File: config.mk
export PLATFORM = sky130hd
export DESIGN_NAME = kwm_front
export DESIGN_NICKNAME = d
export VERILOG_FILES = /design/src/kwm_pkg.sv /design/src/kwm_fifo.sv /design/src/kwm_front.sv
export SDC_FILE = /design/constraint.sdc
export NUM_CORES = 1
export LEC_CHECK = 0
export ABC_AREA = 1
export CELL_PAD_IN_SITES_DETAIL_PLACEMENT = 1
export CELL_PAD_IN_SITES_GLOBAL_PLACEMENT = 2
export CORE_AREA = 2 2 87 98
export CTS_BUF_LIST = sky130_fd_sc_hd__clkbuf_4 sky130_fd_sc_hd__clkbuf_8
export DETAILED_ROUTE_END_ITERATION = 6
export DIE_AREA = 0 0 89 100
export DONT_BUFFER_PORTS = 1
export PLACE_DENSITY_LB_ADDON = 0.1
export SYNTH_ARGS = -nofsm -noshare
export SYNTH_HDL_FRONTEND = slang
export SYNTH_SLANG_ARGS = --single-unit
File: constraint.sdc
create_clock -name clock -period 2.8 [get_ports clock]
set_input_delay 0.84 -clock clock [delete_from_list [all_inputs] [get_ports clock]]
set_output_delay 0.84 -clock clock [all_outputs]
set_load 0.01 [all_outputs]
File: src/kwm_pkg.sv
// kwm_pkg: shared widths, command and status codes, and the word types
// that pass between the front end, the merge engine and the top level
// no dependencies
package kwm_pkg;

   localparam int CMD_W    = 2;
   localparam int IDX_W    = 3;
   localparam int VALUE_W  = 32;
   localparam int STATUS_W = 2;

   localparam int NUM_LISTS_DEFAULT  = 8;
   localparam int LIST_DEPTH_DEFAULT = 64;
   localparam int QUEUE_DEPTH        = 2;

   localparam logic [CMD_W-1:0] CMD_PUSH  = 2'd0;
   localparam logic [CMD_W-1:0] CMD_POP   = 2'd1;
   localparam logic [CMD_W-1:0] CMD_CLEAR = 2'd2;

   localparam logic [STATUS_W-1:0] ST_OK    = 2'd0;
   localparam logic [STATUS_W-1:0] ST_EMPTY = 2'd1;
   localparam logic [STATUS_W-1:0] ST_FULL  = 2'd2;

   typedef enum logic [2:0] {
      OP_PUSH  = 3'd0,
      OP_DROP  = 3'd1,
      OP_POP   = 3'd2,
      OP_CLEAR = 3'd3,
      OP_NOP   = 3'd4
   } op_kind_type;

   typedef struct packed {
      op_kind_type              kind;
      logic [IDX_W-1:0]         list;
      logic signed [VALUE_W-1:0] value;
   } op_type;

   typedef struct packed {
      logic [STATUS_W-1:0]       status;
      logic signed [VALUE_W-1:0] popped_value;
      logic [IDX_W-1:0]          source_list;
   } rsp_type;

endpackage

File: src/kwm_fifo.sv
// kwm_fifo: small register-based word queue with full and empty flags
// depends on kwm_pkg for the default depth
module kwm_fifo
   import kwm_pkg::*;
#(
   parameter int WIDTH = 1,
   parameter int DEPTH = QUEUE_DEPTH
) (
   input  logic             clock,
   input  logic             reset,
   input  logic             wr_en,
   input  logic [WIDTH-1:0] wr_data,
   output logic             full,
   input  logic             rd_en,
   output logic [WIDTH-1:0] rd_data,
   output logic             empty
);

   localparam int PW = (DEPTH > 1) ? $clog2(DEPTH) : 1;
   localparam int CW = $clog2(DEPTH + 1);

   logic [WIDTH-1:0] data_ff [DEPTH];
   logic [PW-1:0]    wr_ptr_ff, wr_ptr_in;
   logic [PW-1:0]    rd_ptr_ff, rd_ptr_in;
   logic [CW-1:0]    count_ff, count_in;
   logic             do_wr, do_rd;

   assign full    = (count_ff == CW'(DEPTH));
   assign empty   = (count_ff == '0);
   assign do_wr   = wr_en && !full;
   assign do_rd   = rd_en && !empty;
   assign rd_data = data_ff[rd_ptr_ff];

   always_comb begin
      wr_ptr_in = wr_ptr_ff;
      rd_ptr_in = rd_ptr_ff;
      count_in  = count_ff;
      if (do_wr) begin
         wr_ptr_in = (wr_ptr_ff == PW'(DEPTH - 1)) ? '0 : wr_ptr_ff + 1'b1;
      end
      if (do_rd) begin
         rd_ptr_in = (rd_ptr_ff == PW'(DEPTH - 1)) ? '0 : rd_ptr_ff + 1'b1;
      end
      if (do_wr && !do_rd) begin
         count_in = count_ff + 1'b1;
      end else if (do_rd && !do_wr) begin
         count_in = count_ff - 1'b1;
      end
   end

   always_ff @(posedge clock) begin
      if (reset) begin
         wr_ptr_ff <= '0;
         rd_ptr_ff <= '0;
         count_ff  <= '0;
      end else begin
         wr_ptr_ff <= wr_ptr_in;
         rd_ptr_ff <= rd_ptr_in;
         count_ff  <= count_in;
      end
   end

   always_ff @(posedge clock) begin
      if (do_wr) begin
         data_ff[wr_ptr_ff] <= wr_data;
      end
   end

endmodule

File: src/kwm_front.sv
// kwm_front: takes request words, classifies them into operations and
// queues them for the merge engine; depends on kwm_pkg and kwm_fifo
module kwm_front
   import kwm_pkg::*;
#(
   parameter int NUM_LISTS = NUM_LISTS_DEFAULT
) (
   input  logic                      clock,
   input  logic                      reset,
   input  logic [CMD_W-1:0]          req_command,
   input  logic [IDX_W-1:0]          req_list_index,
   input  logic signed [VALUE_W-1:0] req_value,
   input  logic                      push,
   output logic                      full,
   input  logic                      op_pop,
   output op_type                    op_word,
   output logic                      op_empty
);

   op_type                   op_new;
   logic [$bits(op_type)-1:0] q_data;

   always_comb begin
      op_new.list  = req_list_index;
      op_new.value = req_value;
      case (req_command)
         CMD_PUSH: begin
            op_new.kind = (int'(req_list_index) >= NUM_LISTS) ? OP_DROP : OP_PUSH;
         end
         CMD_POP: begin
            op_new.kind = OP_POP;
         end
         CMD_CLEAR: begin
            op_new.kind = OP_CLEAR;
         end
         default: begin
            op_new.kind = OP_NOP;
         end
      endcase
   end

   kwm_fifo #(
      .WIDTH ($bits(op_type)),
      .DEPTH (QUEUE_DEPTH)
   ) u_op_queue (
      .clock   (clock),
      .reset   (reset),
      .wr_en   (push),
      .wr_data (op_new),
      .full    (full),
      .rd_en   (op_pop),
      .rd_data (q_data),
      .empty   (op_empty)
   );

   assign op_word = op_type'(q_data);

endmodule

==> flow_summary.yaml, run 1 <==
power_and_ir_drop:
  leakagePower_nw: 1.187
  vdd_drop_max_mv: 0.3534
  power.density_nw_per_um2: 890.2
grt:
  overflow: 0
  grt.total_usage: 0.1173
  grt_start_max_net_pins: 39
  grt_pass1_vias: 1498
  antenna_found_initial: 0
  grt_first_pass_wirelength_um: 7417
die:
  rows: 35
  core-area_um2: 8058
  ios: 81
  die_area_um2: 8900
  start_util: 0.3851
  dieWidth_um: 89
  die_h_um: 100
sta:
  slew_headroom: 0.6523
  setup_viol: 0
  tightest_slew_ps: 521.6
  final.min_clock_period_ps: 2378
  fin_skew_ps: 5.973
  fmax_ghz: 0.4205
  drv_slew: 0
  fin_hold_ws_ps: 567.0
  rsz0062_at_grt: "no"
  min_period_over_period: 0.8494
  worst_slack_ps: 421.8
  hold_viol_final: 0
worst_setup_path:
  cp_max_fo: 26
  worstPathRequired_ps: 1960
  worstSetupStartpointType: "register"
  crit_type: "reg -> out"
  cp.arrival_ps: 1540
  setup.worst_path.end_class: "primary output"
  r2r_start: "u_op_queue.count_ff[1]$_SDFFE_PP0P_"
routing:
  drt.antenna.violating_nets: 0
  wire_per_inst_um: 17.66
  wirelength_um: 5016
  dr.pass1.iters: 2
  first_iter_violations: 68
  viasPerCell: 4.750
  drc: 0
  via_count: 1349
finish:
  drive_gt1_frac: 0.3410
  finalNonFillerCells: 284
  final_common_cell: "edfxtp_1"
  synthToLayoutAreaGrowth_pct: 10.81
  layout_common_cells: "76 x edfxtp_1, 20 x mux2_4, 18 x mux2_2"
  nNetsFinal: 213
  antenna_cells: 0
logic_synthesis:
  synth_seq_area_share: 0.7677
  syn_avg_cell_area_um2: 19.52
  netlist_area_um2: 3103
  synthCells: 159
  synth.distinct_cells: 17
  synth_nets: 203
  ys_seq_elements: 81
  yosys_warnings: 0
placed_design:
  portBuffers: 0
  gp_congestion: 0.6659
  hpwl_um: 3353
  place_inst: 269
  place_ws_ps: 746.4
cts:
  cts-hold-fix-buffers: 0
  root_buffer: "clkbuf_8"
  cts.sinks: 81
  cts.clk_slew.worst_paths_ps: 70
  cts_tree: "yes"
  cts-resized-gates: 0
  numCtsBuffers: 9
  ctsLongestPathBuffers: 2
  h-tree-depth: 3
  worst_skew_pair.late_latency_ps: 340
  post_cts_buffers: 0
worst_hold_path:
  hold_path.startpoint: "u_op_queue.wr_ptr_ff$_SDFFE_PP0P_"
  hp-class: "reg -> reg"
run:
  cap_violations: 0
status:
  status: "completed"
## power by group
group          internal, mW  switching [mW]
logic                 0.281           0.376
registers              1.53          0.0744
clock network         0.402           0.393
## worst max-delay path, stage by stage, from the launching register on
cell and delay (ps):
dfxtp_2 530, buf_12 260, mux2_2 400
## sequential cells by signal, summed over array words and instances (netlist names), named ones only
register	count
u_op_queue.count_ff	2
u_op_queue.wr_ptr_ff	1
u_op_queue.rd_ptr_ff	1
u_op_queue.data_ff	76
## final cells by class
cell class / instances / area [um2]
clock buffers: 9 / 123.9
clock inverters: 6 / 60.06
fillers: 791 / 4619
inverters: 11 / 41.29
multi-input cells: 63 / 655.6
flip-flops and latches: 81 / 2384
well taps: 111 / 138.9
repair buffers: 3 / 35.03
## per-layer routing
metal | vias up | global-route usage | share of wire
met1 | 671 | 0.1164 | 0.35
met4 | 0 | 0.06544 | 0.018
met2 | 55 | 0.1980 | 0.53
met3 | 8 | 0.05592 | 0.095
li1 | 615 | - | -
met5 | - | 0 | 0
## cells in the mapped netlist
cell | n | area [um2]
mux2_4 | 20 | 300.3
inv_1 | 11 | 41.29
a21oi_1 | 1 | 5.000
mux2_2 | 18 | 202.7
nand2_1 | 4 | 15.01
o21ai_2 | 1 | 8.760
nand4_1 | 1 | 6.260
ha_1 | 3 | 37.54
o21ai_0 | 3 | 15.01
edfxtp_1 | 76 | 2282
buf_2 | 1 | 5.000
buf_6 | 3 | 33.78
and2_1 | 1 | 6.260
o21ai_1 | 1 | 5.000
dfxtp_1 | 5 | 100.1
nand3_1 | 1 | 5.000
nor2_1 | 9 | 33.78
## per-stage QoR
stage | cell area [um2] | utilization | setup TNS (ps) | power (mW)
2_1_floorplan | 3103 | - | -10890 | 2.183
3_3_place_gp | 3254 | 0.4039 | 0 | 2.291
3_5_place_dp | 3254 | 0.4039 | 0 | 2.322
4_1_cts | 3438 | 0.4267 | 0 | 3.123
5_1_grt | 3438 | 0.4267 | 0 | 3.221
6_report | 3438 | 0.4267 | 0 | 3.061
## path summary, 6_finish.rpt
check	slack [ps]	depth (start not counted)	to
hold reg to reg	570	2	u_op_queue.wr_ptr_ff$_SDFFE_PP0P_
setup / recovery	420	2	op_word[20]
hold / removal	570	2	u_op_queue.wr_ptr_ff$_SDFFE_PP0P_
setup reg to reg	1200	9	u_op_queue.count_ff[1]$_SDFFE_PP0P_
## cell families after synthesis
family / count (synthesis) / synth area share
buffers and inverters: 15 / 0.02580
AOI/OAI and AO/OA: 6 / 0.01088
adders and majority gates: 3 / 0.01210
and+or+nand+nor: 16 / 0.02137
DFF: 81 / 0.7677
muxes: 38 / 0.1621
Power figures use the tool's default switching activity.
==> run 2, diff against run 1 <==
--- a/config.mk
+++ b/config.mk
@@ -5,13 +5,13 @@
 export SDC_FILE = /design/constraint.sdc
 export NUM_CORES = 1
 export LEC_CHECK = 0
-export ABC_AREA = 1
+export ABC_AREA = 0
 export CELL_PAD_IN_SITES_DETAIL_PLACEMENT = 1
 export CELL_PAD_IN_SITES_GLOBAL_PLACEMENT = 2
-export CORE_AREA = 2 2 87 98
+export CORE_AREA = 2 2 86 96
 export CTS_BUF_LIST = sky130_fd_sc_hd__clkbuf_4 sky130_fd_sc_hd__clkbuf_8
 export DETAILED_ROUTE_END_ITERATION = 6
-export DIE_AREA = 0 0 89 100
+export DIE_AREA = 0 0 88 98
 export DONT_BUFFER_PORTS = 1
 export PLACE_DENSITY_LB_ADDON = 0.1
 export SYNTH_ARGS = -nofsm -noshare
==> constraint.sdc (replaced) <==
create_clock -name clock -period 2 [get_ports clock]
set_input_delay 0.6 -clock clock [delete_from_list [all_inputs] [get_ports clock]]
set_output_delay 0.6 -clock clock [all_outputs]
set_load 0.01 [all_outputs]
==> run 2 against run 1 <==
Compared with the run above: critical path depth did not move; area after synthesis fell by 3.7%; cell area fell by 1.6%.
==> flow_summary.yaml, run 2 <==
run:
  cap_violations: 0
routing:
  viasPerCell: 4.738
  wire_per_inst_um: 18.13
  wl_met3_um: 429
  first_iter_violations: 49
  drc: 0
  via_count: 1284
  wl_met1_um: 1700
  dr_wl_met2_um: 2732
  drt.antenna.violating_nets: 0
  highest_layer: "met4"
  dr.pass1.iters: 2
  wirelength_um: 4913
sta:
  rsz0062_at_grt: "no"
  hold_viol_final: 0
  final.min_clock_period_ps: 1909
  fin_tns_setup_ps: 0
  fmax_ghz: 0.5238
  tightest_slew_ps: 318.1
  min_period_over_period: 0.9545
  setup_viol: 0
  drv_slew: 0
  fin_skew_ps: 7.581
  worst_slack_ps: 90.93
  slew_headroom: 0.7857
logic_synthesis:
  syn_avg_cell_area_um2: 20.33
  synth_nets: 191
  synthCells: 147
  synth_edf_count: 76
  ys_seq_elements: 81
  async_flop_share: 0
  yosys_warnings: 0
  synth_seq_area_share: 0.7973
  netlist_area_um2: 2988
  synth.distinct_cells: 14
  ys_top_cells_by_area: "edfxtp_1 76%, mux2_2 14%, dfxtp_1 3.4%"
  synth_common_cells: "76 x edfxtp_1, 38 x mux2_2, 5 x dfxtp_1, 5 x nor2_1, 4 x inv_1"
  yosysMostFrequentCell: "edfxtp_1"
  yosysTopAreaCell: "edfxtp_1"
  ys.flop_type: "edfxtp_1"
  yosysTopAreaCellShare: 0.7638
cts:
  root_buffer: "clkbuf_8"
  cts-hold-fix-buffers: 0
  h-tree-depth: 3
  cts.clk_slew.worst_paths_ps: 80
  numCtsBuffers: 9
  cts.sinks: 81
  post_cts_buffers: 0
  cts-resized-gates: 0
  ctsLongestPathBuffers: 2
  cts_tree: "yes"
  worst_skew_pair.late_latency_ps: 340
finish:
  reg_top3: "u_op_queue.data_ff (76), u_op_queue.count_ff (2)"
  largest_reg_flops: 76
  antenna_cells: 0
  drive_gt1_frac: 0.3681
  synthToLayoutAreaGrowth_pct: 13.19
  layout_common_cells: "76 x edfxtp_1, 38 x mux2_2, 9 x clkbuf_8"
  finalNonFillerCells: 271
  top_register: "u_op_queue.data_ff"
  fillers: 706
  final_area_um2: 3382
  nNetsFinal: 202
  final_common_cell: "edfxtp_1"
die:
  die_h_um: 98
  core-area_um2: 7700
  ios: 81
  die_area_um2: 8624
  rows: 34
  dieWidth_um: 88
  start_util: 0.3880
worst_setup_path:
  r2r_start: "u_op_queue.count_ff[1]$_SDFFE_PP0P_"
  cp.arrival_ps: 1310
  slowest_delay_ps: 410
  worstSetupStartpointType: "register"
  crit_slowest_cell: "mux2_2"
  rr_worst_depth: 5
  worstPathRequired_ps: 1400
  crit_type: "reg -> out"
  r2r_end: "u_op_queue.count_ff[1]$_SDFFE_PP0P_"
  setup.worst_path.end_class: "primary output"
  cp_max_fo: 20
  r2r_slack_ps: 360
  worstPathCellList: "buf_6 > mux2_2"
placed_design:
  place_ws_ps: 274.5
  place_inst: 255
  portBuffers: 0
  place_area_um2: 3157
  gp_congestion: 0.6492
  hpwl_um: 3172
worst_hold_path:
  hp-class: "in -> reg"
  hold_depth: 1
  holdPathEnd: "u_op_queue.wr_ptr_ff$_SDFFE_PP0P_"
  hold_path.startpoint: "reset"
grt:
  antenna_found_initial: 0
  overflow: 0
  grt_start_max_net_pins: 39
  grt_pass1_vias: 1469
  grt.total_usage: 0.1192
  grt_first_pass_wirelength_um: 7355
power_and_ir_drop:
  power.density_nw_per_um2: 1310
  leakagePower_nw: 1.109
  fin_total_pwr_mw: 4.432
  vdd_drop_max_mv: 0.5512
status:
  status: "completed"
[run 2: cell count changes in the layout (fill, tap and decap cells not counted), moves of 3 or more]
cell     delta
mux2_4     -20
mux2_2     +20
inv_1       -8
xor2_1      +3
nand2_1     -4
[run 2: cells by family after synthesis]
group	after synthesis	synth area share
and+or+nand+nor	9	0.01550
muxes	38	0.1432
adders and majority gates	3	0.01256
xor gates and xnor gates	3	0.008796
DFF	81	0.7973
AOI/OAI and AO/OA	5	0.008374
buffers and inverters	8	0.01423
[run 2: final cells by class]
| type | count | area, um2 | share of cell area |
|---|---|---|---|
| clock buffers | 9 | 123.9 | 0.03663 |
| repair buffers | 4 | 62.56 | 0.01850 |
| multi-input cells | 58 | 564.3 | 0.1669 |
| flip-flops and latches | 81 | 2384 | 0.7048 |
| well taps | 108 | 135.1 | 0.03996 |
| inverters | 4 | 18.77 | 0.005549 |
| clock inverters | 7 | 93.84 | 0.02775 |
[run 2: worst max-delay path: cells and delay by family (launching register included)]
family | cells | cell delay (ps)
mux | 1 | 410
buf+inv | 1 | 220
flops | 1 | 350
[run 2: per-stage QoR]
step | hold slack (ps) | util
after detailed placement | 486.1 | 0.4100
after global routing | 296.3 | 0.4392
final | 320.8 | 0.4392
after CTS | 295.4 | 0.4383
after global placement | 468.0 | 0.4100
after floorplan | 451.6 | -
[run 2: worst max-delay path by stage]
stage               depth (start not counted)                             endpoint  startpoint
global placement                            4  u_op_queue.data_ff[0][24]$_DFFE_PP_        push
floorplan                                   3   u_op_queue.data_ff[0][0]$_DFFE_PP_        push
finish                                      2                           op_word[2]    register
global route                                2                           op_word[2]    register
detailed placement                          4  u_op_queue.data_ff[0][32]$_DFFE_PP_        push
CTS                                         2                           op_word[2]    register
[run 2: metal layers]
metal  vias up  GRT usage
met1       645     0.1152
met3         5    0.05579
li1        584          -
met5         -          0
met4         0    0.05325
met2        50     0.2110
[run 2: power by group]
part	switching (mW)	internal, mW
logic	0.560	0.396
clock network	0.565	0.703
registers	0.0741	2.13
total	1.20	3.23
